**src/rtl/core/irt_pkg.sv**
```systemverilog
// ----------------------------------------------------------------------------
// irt_pkg
// Shared types and codes for the inode reference table: entry layout, the
// write broadcast to the slot cells, opcodes and result status codes.
// ----------------------------------------------------------------------------
package irt_pkg;

  localparam int INODE_W   = 15;
  localparam int COUNT_W   = 16;
  localparam int SLOT_W    = 6;
  localparam int STATUS_W  = 3;
  // widest slot index for the largest supported table (256 slots)
  localparam int IDX_MAX_W = 8;

  localparam logic [COUNT_W-1:0] COUNT_MAX = {COUNT_W{1'b1}};

  typedef enum logic {
    OP_GET = 1'b0,
    OP_PUT = 1'b1
  } opcode_t;

  typedef enum logic [STATUS_W-1:0] {
    ST_HIT       = 3'd0,
    ST_NEW       = 3'd1,
    ST_FULL      = 3'd2,
    ST_WRITEBACK = 3'd3,
    ST_HELD      = 3'd4,
    ST_PUT_FREE  = 3'd5,
    ST_SATURATED = 3'd6
  } status_t;

  typedef struct packed {
    logic [INODE_W-1:0] inode;
    logic [COUNT_W-1:0] count;
  } entry_t;

  // single-slot write, broadcast to every cell; the addressed cell takes it
  typedef struct packed {
    logic                 en;
    logic [IDX_MAX_W-1:0] idx;
    entry_t               data;
  } cell_wr_t;

endpackage

```
**src/rtl/core/irt_req_if.sv**
```systemverilog
// ----------------------------------------------------------------------------
// irt_req_if
// Request channel: get by inode number or put by slot index.
// ----------------------------------------------------------------------------
interface irt_req_if;
  logic                         valid;
  logic                         ready;
  logic                         opcode;
  logic [irt_pkg::INODE_W-1:0]  inode_number;
  logic [irt_pkg::SLOT_W-1:0]   slot_index;

  modport source (output valid, output opcode, output inode_number, output slot_index,
                  input ready);
  modport sink   (input valid, input opcode, input inode_number, input slot_index,
                  output ready);
endinterface

```
**src/rtl/core/irt_rsp_if.sv**
```systemverilog
// ----------------------------------------------------------------------------
// irt_rsp_if
// Response channel: status, slot, count after the request and inode number.
// ----------------------------------------------------------------------------
interface irt_rsp_if;
  logic                          valid;
  logic                          ready;
  logic [irt_pkg::STATUS_W-1:0]  status;
  logic [irt_pkg::SLOT_W-1:0]    result_slot;
  logic [irt_pkg::COUNT_W-1:0]   reference_count;
  logic [irt_pkg::INODE_W-1:0]   result_inode;

  modport source (output valid, output status, output result_slot,
                  output reference_count, output result_inode, input ready);
  modport sink   (input valid, input status, input result_slot,
                  input reference_count, input result_inode, output ready);
endinterface

```
**src/rtl/core/irt_cell.sv**
```systemverilog
// ----------------------------------------------------------------------------
// irt_cell
// One table slot in the rotating ring: holds inode number and count, takes
// its neighbor's entry on a shift, or the broadcast write when addressed.
// ----------------------------------------------------------------------------
module irt_cell #(
  parameter int CELL_INDEX = 0
) (
  input  logic              clk,
  input  logic              rst,
  input  logic              shift_en,
  input  irt_pkg::cell_wr_t wr,
  input  irt_pkg::entry_t   shift_in,
  output irt_pkg::entry_t   entry
);

  localparam logic [irt_pkg::IDX_MAX_W-1:0] MY_IDX = irt_pkg::IDX_MAX_W'(CELL_INDEX);

  logic wr_hit;
  assign wr_hit = wr.en && (wr.idx == MY_IDX);

  // count: zero means free, so it is cleared by reset
  // inode number only matters while the count is nonzero, so it keeps its value
  always_ff @(posedge clk) begin
    if (rst) begin
      entry.count <= '0;
    end else if (wr_hit) begin
      entry <= wr.data;
    end else if (shift_en) begin
      entry <= shift_in;
    end
  end

endmodule

```
**src/rtl/core/irt_ctrl.sv**
```systemverilog
// ----------------------------------------------------------------------------
// irt_ctrl
// Request sequencer: rotates the slot ring once past its head, records the
// matching slot, the lowest free slot or the named slot, then writes back
// the update and loads the response register.
// ----------------------------------------------------------------------------
module irt_ctrl #(
  parameter int TABLE_SLOTS = 64
) (
  input  logic              clk,
  input  logic              rst,
  irt_req_if.sink           req,
  irt_rsp_if.source         rsp,
  input  irt_pkg::entry_t   head,
  output logic              shift_en,
  output irt_pkg::cell_wr_t wr
);

  localparam int IDX_W = (TABLE_SLOTS > 1) ? $clog2(TABLE_SLOTS) : 1;
  localparam logic [IDX_W-1:0] LAST_IDX = IDX_W'(TABLE_SLOTS - 1);
  localparam int XW = irt_pkg::IDX_MAX_W;

  typedef enum logic [1:0] {
    S_IDLE,
    S_SCAN,
    S_UPDATE
  } state_t;

  state_t state;

  // request copy
  irt_pkg::opcode_t              op;
  logic [irt_pkg::INODE_W-1:0]   ino;
  logic [irt_pkg::SLOT_W-1:0]    sidx;

  logic [IDX_W-1:0]              scan_idx;

  // scan findings
  logic                          hit;
  logic [IDX_W-1:0]              hit_idx;
  logic [irt_pkg::COUNT_W-1:0]   hit_cnt;
  logic                          free_found;
  logic [IDX_W-1:0]              free_idx;
  logic                          cap_valid;
  irt_pkg::entry_t               cap;

  // response register
  logic                          out_valid;
  irt_pkg::status_t              out_status;
  logic [irt_pkg::SLOT_W-1:0]    out_slot;
  logic [irt_pkg::COUNT_W-1:0]   out_count;
  logic [irt_pkg::INODE_W-1:0]   out_inode;

  // decision of the update cycle
  irt_pkg::status_t              res_status;
  logic [irt_pkg::SLOT_W-1:0]    res_slot;
  logic [irt_pkg::COUNT_W-1:0]   res_count;
  logic [irt_pkg::INODE_W-1:0]   res_inode;
  irt_pkg::cell_wr_t             upd;
  logic                          emit_ok;
  logic [irt_pkg::COUNT_W-1:0]   dec_cnt;
  logic [XW-1:0]                 hit_idx_x;
  logic [XW-1:0]                 free_idx_x;
  logic [XW-1:0]                 sidx_x;
  logic                          head_used;

  assign req.ready = (state == S_IDLE);
  assign shift_en  = (state == S_SCAN);
  assign emit_ok   = !out_valid || rsp.ready;

  assign rsp.valid           = out_valid;
  assign rsp.status          = out_status;
  assign rsp.result_slot     = out_slot;
  assign rsp.reference_count = out_count;
  assign rsp.result_inode    = out_inode;

  assign hit_idx_x  = XW'(hit_idx);
  assign free_idx_x = XW'(free_idx);
  assign sidx_x     = XW'(sidx);
  assign dec_cnt    = cap.count - irt_pkg::COUNT_W'(1);
  assign head_used  = (head.count != '0);

  always_comb begin
    upd        = '0;
    res_status = irt_pkg::ST_PUT_FREE;
    res_slot   = sidx;
    res_count  = '0;
    res_inode  = '0;
    if (op == irt_pkg::OP_GET) begin
      res_inode = ino;
      if (hit) begin
        res_slot = hit_idx_x[irt_pkg::SLOT_W-1:0];
        if (hit_cnt == irt_pkg::COUNT_MAX) begin
          res_status = irt_pkg::ST_SATURATED;
          res_count  = irt_pkg::COUNT_MAX;
        end else begin
          res_status      = irt_pkg::ST_HIT;
          res_count       = hit_cnt + irt_pkg::COUNT_W'(1);
          upd.en          = 1'b1;
          upd.idx         = hit_idx_x;
          upd.data.inode  = ino;
          upd.data.count  = res_count;
        end
      end else if (free_found) begin
        res_status     = irt_pkg::ST_NEW;
        res_slot       = free_idx_x[irt_pkg::SLOT_W-1:0];
        res_count      = irt_pkg::COUNT_W'(1);
        upd.en         = 1'b1;
        upd.idx        = free_idx_x;
        upd.data.inode = ino;
        upd.data.count = res_count;
      end else begin
        res_status = irt_pkg::ST_FULL;
        res_slot   = '0;
      end
    end else if (cap_valid && cap.count != '0) begin
      res_status     = (dec_cnt == '0) ? irt_pkg::ST_WRITEBACK : irt_pkg::ST_HELD;
      res_count      = dec_cnt;
      res_inode      = cap.inode;
      upd.en         = 1'b1;
      upd.idx        = sidx_x;
      upd.data.inode = cap.inode;
      upd.data.count = dec_cnt;
    end
    wr    = upd;
    wr.en = upd.en && (state == S_UPDATE) && emit_ok;
  end

  always_ff @(posedge clk) begin
    if (rst) begin
      state     <= S_IDLE;
      out_valid <= 1'b0;
    end else begin
      if (state == S_UPDATE && emit_ok) begin
        out_valid <= 1'b1;
      end else if (rsp.ready) begin
        out_valid <= 1'b0;
      end
      case (state)
        S_IDLE: begin
          if (req.valid) begin
            op         <= irt_pkg::opcode_t'(req.opcode);
            ino        <= req.inode_number;
            sidx       <= req.slot_index;
            scan_idx   <= '0;
            hit        <= 1'b0;
            free_found <= 1'b0;
            cap_valid  <= 1'b0;
            state      <= S_SCAN;
          end
        end
        S_SCAN: begin
          if (op == irt_pkg::OP_GET) begin
            if (!hit && head_used && head.inode == ino) begin
              hit     <= 1'b1;
              hit_idx <= scan_idx;
              hit_cnt <= head.count;
            end
            if (!free_found && !head_used) begin
              free_found <= 1'b1;
              free_idx   <= scan_idx;
            end
          end else if (XW'(scan_idx) == sidx_x) begin
            cap_valid <= 1'b1;
            cap       <= head;
          end
          if (scan_idx == LAST_IDX) begin
            state <= S_UPDATE;
          end else begin
            scan_idx <= scan_idx + IDX_W'(1);
          end
        end
        S_UPDATE: begin
          if (emit_ok) begin
            out_status <= res_status;
            out_slot   <= res_slot;
            out_count  <= res_count;
            out_inode  <= res_inode;
            state      <= S_IDLE;
          end
        end
        default: begin
          state <= S_IDLE;
        end
      endcase
    end
  end

endmodule

```
**src/rtl/core/inode_reference_table.sv**
```systemverilog
// ----------------------------------------------------------------------------
// inode_reference_table
// Reference-counted table of open inodes: get by inode number (hit, claim
// of the lowest free slot, or table full) and put by slot (release with
// write-back when the count drops to zero).
// ----------------------------------------------------------------------------
//
//  channel  dir  handshake      payload
//  -------  ---  -------------  ------------------------------------------------
//  req      in   valid / ready  opcode, inode_number, slot_index
//  rsp      out  valid / ready  status, result_slot, reference_count, result_inode
//
// a request runs through an accept in idle, a scan that rotates every slot
// past the head in turn, and an update that writes back and loads the response
// the slot ring is the limit: each slot is inspected once per request
// synchronous reset clears every count, so the table starts empty at once
// a waiting response does not block the next request; only the update cycle
// waits when the response register is still full
//
module inode_reference_table #(
  parameter int TABLE_SLOTS = 64
) (
  input  logic       clk,
  input  logic       rst,
  irt_req_if.sink    req,
  irt_rsp_if.source  rsp
);

  // ring of slot cells; cell 0 is the head seen by the sequencer.
  // each shift moves every entry one cell toward the head, so after
  // TABLE_SLOTS shifts every entry is back in its home cell
  irt_pkg::entry_t   ring [TABLE_SLOTS];
  logic              shift_en;
  irt_pkg::cell_wr_t wr;

  irt_ctrl #(
    .TABLE_SLOTS (TABLE_SLOTS)
  ) u_ctrl (
    .clk      (clk),
    .rst      (rst),
    .req      (req),
    .rsp      (rsp),
    .head     (ring[0]),
    .shift_en (shift_en),
    .wr       (wr)
  );

  // writes land only in the update cycle, when the ring is at home,
  // so the broadcast index is the slot number itself
  for (genvar k = 0; k < TABLE_SLOTS; k++) begin : g_cell
    irt_cell #(
      .CELL_INDEX (k)
    ) u_cell (
      .clk      (clk),
      .rst      (rst),
      .shift_en (shift_en),
      .wr       (wr),
      .shift_in (ring[(k + 1) % TABLE_SLOTS]),
      .entry    (ring[k])
    );
  end

endmodule

```
**src/flat_wrapper.sv**
```systemverilog
// flat-port wrapper written by rule: the top's interface ports become plain ports
module inode_reference_table_flat 
#(
  parameter int TABLE_SLOTS = 64
)
  (clk, rst, req_valid, req_opcode, req_inode_number, req_slot_index, req_ready, rsp_valid, rsp_status, rsp_result_slot, rsp_reference_count, rsp_result_inode, rsp_ready);
  irt_req_if req_i ();
  irt_rsp_if rsp_i ();
  input  logic clk;
  input  logic rst;
  input wire logic [$bits(req_i.valid)-1:0] req_valid;
  input wire logic [$bits(req_i.opcode)-1:0] req_opcode;
  input wire logic [$bits(req_i.inode_number)-1:0] req_inode_number;
  input wire logic [$bits(req_i.slot_index)-1:0] req_slot_index;
  output wire logic [$bits(req_i.ready)-1:0] req_ready;
  output wire logic [$bits(rsp_i.valid)-1:0] rsp_valid;
  output wire logic [$bits(rsp_i.status)-1:0] rsp_status;
  output wire logic [$bits(rsp_i.result_slot)-1:0] rsp_result_slot;
  output wire logic [$bits(rsp_i.reference_count)-1:0] rsp_reference_count;
  output wire logic [$bits(rsp_i.result_inode)-1:0] rsp_result_inode;
  input wire logic [$bits(rsp_i.ready)-1:0] rsp_ready;
  assign req_i.valid = req_valid;
  assign req_i.opcode = req_opcode;
  assign req_i.inode_number = req_inode_number;
  assign req_i.slot_index = req_slot_index;
  assign req_ready = req_i.ready;
  assign rsp_valid = rsp_i.valid;
  assign rsp_status = rsp_i.status;
  assign rsp_result_slot = rsp_i.result_slot;
  assign rsp_reference_count = rsp_i.reference_count;
  assign rsp_result_inode = rsp_i.result_inode;
  assign rsp_i.ready = rsp_ready;
  inode_reference_table #(.TABLE_SLOTS(TABLE_SLOTS)) u_core (.clk(clk), .rst(rst), .req(req_i), .rsp(rsp_i));
endmodule
```
**config.mk**
```make
export PLATFORM = sky130hd
export DESIGN_NAME = inode_reference_table_flat
export DESIGN_NICKNAME = d
export VERILOG_FILES = /design/src/rtl/core/irt_pkg.sv /design/src/rtl/core/irt_req_if.sv /design/src/rtl/core/irt_rsp_if.sv /design/src/rtl/core/irt_cell.sv /design/src/rtl/core/irt_ctrl.sv /design/src/rtl/core/inode_reference_table.sv /design/src/flat_wrapper.sv
export SDC_FILE = /design/constraint.sdc
export NUM_CORES = 2
export LEC_CHECK = 0
export ABC_AREA = 0
export ABC_CLOCK_PERIOD_IN_PS = 19800
export BUFFER_PORTS_ARGS = -buffer_cell sky130_fd_sc_hd__buf_2
export CAP_MARGIN = 15
export CORE_MARGIN = 2
export CORE_UTILIZATION = 25
export DETAILED_ROUTE_END_ITERATION = 7
export PLACE_DENSITY = 0.47
export SYNTH_ARGS = -nofsm -noshare
export SYNTH_HDL_FRONTEND = slang
export SYNTH_HIERARCHICAL = 1
export SYNTH_SLANG_ARGS = --single-unit
```
**constraint.sdc**
```tcl
create_clock -name clk -period 19.8 [get_ports clk]
set_input_delay 0 -clock clk [delete_from_list [all_inputs] [get_ports clk]]
set_output_delay 0 -clock clk [all_outputs]
set_load 0.02 [all_outputs]
```
# After elaboration in Yosys (flattened, before gate mapping)
# Index checks and enable logic that the tools add are counted.
# W data, S select, Z words.
[word_totals]
ff_bits = 2117
latch_bits = 0
ramBits = 0
rom_bits = 0
in_bits = 26
out_inout_bits = 42
n_memories = 0
[classes]
n_addsub = 3
multipliers = 0
div = 0
order_cmp = 0
eq_ne = 78
shift = 0
n_mux = 168
n_bitwise = 2
n_reduce_logical = 221
[op_table]
columns = ["cell", "count"]
rows = [
  ["$mux W31", 128],
  ["$eq A8 B6 Y1 const B", 32],
  ["$mux W40", 5],
  ["$reduce_bool A2 Y1", 66],
  ["$eq A8 B5 Y1 const B", 16],
  ["$reduce_and A2 Y1", 64],
  ["$logic_and A1 B1 Y1", 71],
  ["$eq A8 B4 Y1 const B", 8],
  ["$mux W16", 4],
  ["$eq A8 B3 Y1 const B", 4],
  ["$reduce_bool A16 Y1", 2],
  ["$mux W15", 2],
  ["$mux W6", 5],
  ["$add A16 B1 Y16 const B", 1],
  ["$eq A16 B16 Y1 const B", 1],
  ["$eq A8 B2 Y1 const B", 2],
  ["$logic_not A16 Y1", 1],
  ["$reduce_and A4 Y1", 4],
  ["$sub A16 B1 Y16 const B", 1],
  ["$eq A15 B15 Y1", 1],
  ["$mux W3", 5],
  ["$reduce_and A5 Y1", 3],
  ["$pmux W6 S2", 1],
  ["$mux W1", 10],
  ["17 further kinds", 35],
]

# Longest topological paths before layout
[logic_depth]
word_depth = 9
depth_mapped = 15

# By module
# The synthesis kept the hierarchy.
[by_module_without_submodules]
columns = ["mod", "instances", "cells_each", "area_each_um2", "seq_area_each_um2"]
rows = [
  ["irt_cell at u_core.g_cell[21].u_cell ...", 8, 124, 1619.1, 770.7],
  ["irt_cell at u_core.g_cell[0].u_cell ...", 5, 124, 1615.3, 770.7],
  ["irt_cell at u_core.g_cell[51].u_cell ...", 5, 113, 1490.2, 770.7],
  ["irt_cell at u_core.g_cell[10].u_cell ...", 4, 124, 1650.3, 770.7],
  ["irt_cell at u_core.g_cell[17].u_cell ...", 4, 124, 1620.3, 770.7],
  ["irt_cell at u_core.g_cell[1].u_cell ...", 4, 124, 1617.8, 770.7],
  ["irt_cell at u_core.g_cell[11].u_cell ...", 4, 124, 1614.0, 770.7],
  ["irt_cell at u_core.g_cell[23].u_cell ...", 4, 128, 1586.5, 770.7],
  ["irt_cell at u_core.g_cell[20].u_cell ...", 4, 128, 1566.5, 770.7],
  ["irt_ctrl", 1, 476, 6190.9, 3963.8],
  ["irt_cell at u_core.g_cell[19].u_cell ...", 3, 124, 1591.5, 770.7],
  ["irt_cell at u_core.g_cell[31].u_cell ...", 2, 123, 1674.1, 770.7],
  ["irt_cell at u_core.g_cell[55].u_cell ...", 2, 123, 1639.1, 770.7],
  ["irt_cell at u_core.g_cell[28].u_cell ...", 2, 124, 1616.6, 770.7],
  ["+8 rows", "n/a", "n/a", "n/a", "n/a"],
]

# Worst setup path before layout
# No wires, ideal clock.
[synth_timing]
kind = "register to register"
start = "register u_core/u_ctrl/hit_cnt[0] in the netlist's numbering"
end = "register u_core/g_cell[13].u_cell/entry[16] in the netlist's numbering, enable pin"
setup_ps = 392
t_arrival_ps = 6400
setup_slack_ps = 13008
stages_incl_launch_ff = 13
n_path_buf = 4
synth_period_minus_slack_ps = 6792
path_cell_list = "edfxtp_1 > ha_1 > clkbuf_1 > nand4_1 > nor2_2 > nor2_1 > clkbuf_1 > a221o_1 > nand4b_1 > or3_1 > buf_6 > buf_6 > a21oi_1"
[synth_lines]
columns = ["element", "line_no", "rtl"]
rows = [
  ["start: declaration", "irt_ctrl.sv:41", "logic [irt_pkg::COUNT_W-1:0] hit_cnt;"],
  ["start signal: assignment", "irt_ctrl.sv:157", "hit_cnt <= head.count;"],
  ["end signal: assignment", "irt_cell.sv:28", "entry <= wr.data;"],
  ["end signal: assignment", "irt_cell.sv:30", "entry <= shift_in;"],
  ["end: declaration", "irt_cell.sv:14", "output irt_pkg::entry_t entry"],
]

==> metrics.md <==
| Metric | Value |
|---|---|
| Setup_tns | 0 ns |
| Largest net degree at the start of global routing | 268 |
| R2R setup slack | 12.26 ns |
| First-pass GRT wire length | 437,000 um |
| Cell Count, Final, Fillers Out | 14.2k |
| Worst hold margin | 0.317 ns |
| Root Buffer | clkbuf_16 |
| Most common cell after layout, fill and taps aside | edfxtp_1 |
| Global Route Usage Sum | 12.8% |
| CP startpoint kind | flop |
| Multi-input logic area | 50,600 um2 |
| Drt drc | 0 |
| Sequential Area | 53,300 um2 |
| Clk_lat worst skew | 0.93 ns |
| Worst hold path class | in2reg |
| Area delta synth->final | 12.6% |
| Number of flops mapped to enable cells by yosys | 1,090 |
| Port buffer count | 67 |
| Relative slew margins | 20.0% |
| Layout cells sized above 1 | 31.1% |
| H-Tree Depth | 4 |
| CP endpoint | u_core/g_cell[51].u_cell/entry[22] |
| Placed wire-length estimate | 182,000 um |
| Fillers | 43.8k |
| Slack of the critical path | 12.26 ns |
| WL per Instance | 20.4 um |
| Number of iterations in the first detailed-routing pass | 6 |
| R2r worst-path depth | 9 |
| Synth unique cells | 82 |
| Worst IR Drop VDD | 0.0772 mV |
| Crit Path Category | reg2reg |
| # setup viols final | 0 |
| Die Ht | 661 um |
| Die W | 661 um |
| Placed cell area | 113,000 um2 |
| Drt via density | 4.59 |
| P_leak | 43.9 nW |
| Final Hold Viols | 0 |
| Worst-path fanout max | 33 |
| Setup Slack @ Placement | 12.19 ns |
| Cts bufs inserted | 238 |
| Initial core utilization | 25.1% |
| Postcts setup bufs | 0 |
| Net Sw Power | 2.35 mW |
| Worst Max-Slew Pin Slew | 1.19 ns |
| Vias in the first global route | 66.5k |
| Std-Cell Rows | 241 |
| Routability Congestion | 0.802 |
| Hold buffers post-CTS | 49 |
| Switching share of power | 23.5% |
| Max cap viols | 0 |
| Post-synthesis cell area | 108,000 um2 |
| Critical path required time | 20.31 ns |
| Mapped Avg Cell Area | 12.9 um2 |
| 1st-iter DRT viols | 4,443 |
| Fmax | 133 MHz |
| Post-CTS Resized | 0 |
| Crit. Startpoint | u_core/u_ctrl/op |
| Setup crit end kind | flop |
| Antenna violations before repair | 15 |
| Data arrival, critical path | 8.04 ns |
| Min cycle time layout | 7.54 ns |
| Yosys warns | 6 |
| Mapped Cells | 8,362 |
| Clock power frac | 45.5% |
| Power, Total | 10.0 mW |
| Power Internal | 7.65 mW |
| Flop pwr share | 47.6% |
| CTS tree | built |
| Post-route ant nets | 0 |
| Placed Cells incl. Taps | 13.7k |
| Status | finished, final reports clean |
| CTS clock-pin slew for the worst setup and hold paths | 0.06 ns |
| Die ar. | 437,000 um2 |
| Routed WL | 291,000 um |
| Number of synthesized register bits | 2,117 |
| Crit share post-route | 38.1% |
| FF-to-FF Start | u_core/u_ctrl/op |
| RSZ-0062 raised after global routing | no |
| # IOs | 68 |
| Vias | 65.2k |
| Reg-to-reg endpoint | u_core/g_cell[51].u_cell/entry[22] |
| Max-slew violations | 0 |
| Post-layout util | 28.3% |
| Async SR Flop Fraction | 0% |
| Final #Nets | 8,326 |
| Remaining Overflow, GRT | 0 |
| Max clock buf depth | 4 |
| Power density over the cells | 82.2 nW/um2 |
| Sequential share of the synthesized area | 49.3% |
| Core area | 431,000 um2 |
| Clock Skew | 0.0696 ns |
| Logic pwr share | 7.0% |
| CTS sink count | 2,117 |
| Final instance area | 122,000 um2 |
| Commonest cells after routing, fill and taps aside | 1,090 x edfxtp_1, 1,027 x dfxtp_1, 1,025 x mux2i_1 |
| Ys flop type | edfxtp_1 |
[final cells by class]
| type | instances | share of cell area (%) |
|---|---|---|
| repair buffers | 303 | 1.91 |
| inverters | 82 | 0.259 |
| clock inverters | 108 | 1.02 |
| well taps | 5710 | 5.87 |
| clock buffers | 329 | 5.54 |
| multi-input cells | 5554 | 41.6 |
| flip-flops and latches | 2117 | 43.8 |
| diodes | 10 | 0.0206 |
[worst max-delay path, stage by stage (launching register included)]
cell	delay [ns]
edfxtp_1	0.66
clkinv_1	0.64
nand2_1	0.66
nor2_2	1.09
a221o_4	0.84
buf_4	0.61
nand4bb_1	0.65
or3_1	0.87
buf_4	0.36
a21oi_2	0.67
[power by group through the flow]
stage / clock (mW) / combinational [mW] / sequential [mW]
global placement: 0 / 0.677 / 4.85
finish: 4.55 / 0.697 / 4.76
detailed placement: 0 / 0.689 / 4.85
global route: 4.86 / 0.749 / 4.76
floorplan: 0 / 0.493 / 4.82
CTS: 4.70 / 0.700 / 4.76
[Yosys cell counts, types with 31 or more instances]
library cell  instances  area share, %
edfxtp_1           1090             30
dfxtp_1            1027             19
mux2i_1            1025            9.5
mux2_2              901            9.4
nor2_1              757            2.6
mux2_4              742             10
nor2b_1             691            4.0
clkbuf_1            260           0.90
a21oi_1             221            1.0
or2_2               162           0.94
o41ai_1             160            1.3
buf_6               152            1.6
buf_2               124           0.57
nand2_1             124           0.43
o211ai_1             91           0.63
a211oi_1             86           0.60
nor4_1               72           0.42
inv_1                63           0.22
buf_12               47           0.87
nand2b_1             35           0.20
nor4b_1              33           0.27
nand4b_4             31           0.68
[logic make-up after synthesis]
family | Yosys count | synth area share (%)
AOI/OAI and AO/OA | 675 | 4.41
xor gates and xnor gates | 47 | 0.381
adders and majority gates | 4 | 0.0463
buffers and inverters | 692 | 4.35
DFF | 2117 | 49.3
muxes | 2673 | 29.2
other | 1 | 0.00347
and+or+nand+nor | 2153 | 12.2
[worst min path at each step]
stage | slack, ns | end | cells after the start | from
3_5_place_dp | 0.18 | u_core/u_ctrl/ino[0] | 1 | req_inode_number[0]
4_1_cts | 0.22 | u_core/u_ctrl/ino[9] | 3 | req_inode_number[9]
3_3_place_gp | 0.18 | u_core/u_ctrl/sidx[1] | 1 | req_slot_index[1]
2_1_floorplan | 0.07 | u_core/u_ctrl/rsp.valid | 1 | rst
6_report | 0.32 | u_core/u_ctrl/ino[11] | 3 | req_inode_number[11]
5_1_grt | 0.28 | u_core/u_ctrl/ino[3] | 3 | req_inode_number[3]
[routing by layer]
metal / global-route usage, % / share of wire (%) / vias to the layer above
met3: 1.36 / 3.4 / 370
li1: - / - / 30600
met5: 0 / 0 / -
met2: 21.7 / 48 / 1145
met4: 3.39 / 2.5 / 0
met1: 17.4 / 47 / 33100
[flip-flops by register name, summed over array words and instances, names as in the netlist]
signal                             cells
u_core/u_ctrl/cap                     31
u_core/u_ctrl/state                    2
u_core/g_cell.u_cell/entry          1984
u_core/u_ctrl/sidx                     6
u_core/u_ctrl/ino                     15
u_core/u_ctrl/rsp.valid                1
u_core/u_ctrl/hit_idx                  6
u_core/u_ctrl/hit                      1
u_core/u_ctrl/rsp.result_slot          6
u_core/u_ctrl/free_idx                 6
u_core/u_ctrl/free_found               1
u_core/u_ctrl/rsp.result_inode        15
u_core/u_ctrl/cap_valid                1
u_core/u_ctrl/scan_idx                 6
u_core/u_ctrl/hit_cnt                 16
u_core/u_ctrl/rsp.reference_count     16
u_core/u_ctrl/rsp.status               3
u_core/u_ctrl/op                       1
No activity file was read; power rests on OpenSTA's default activity.
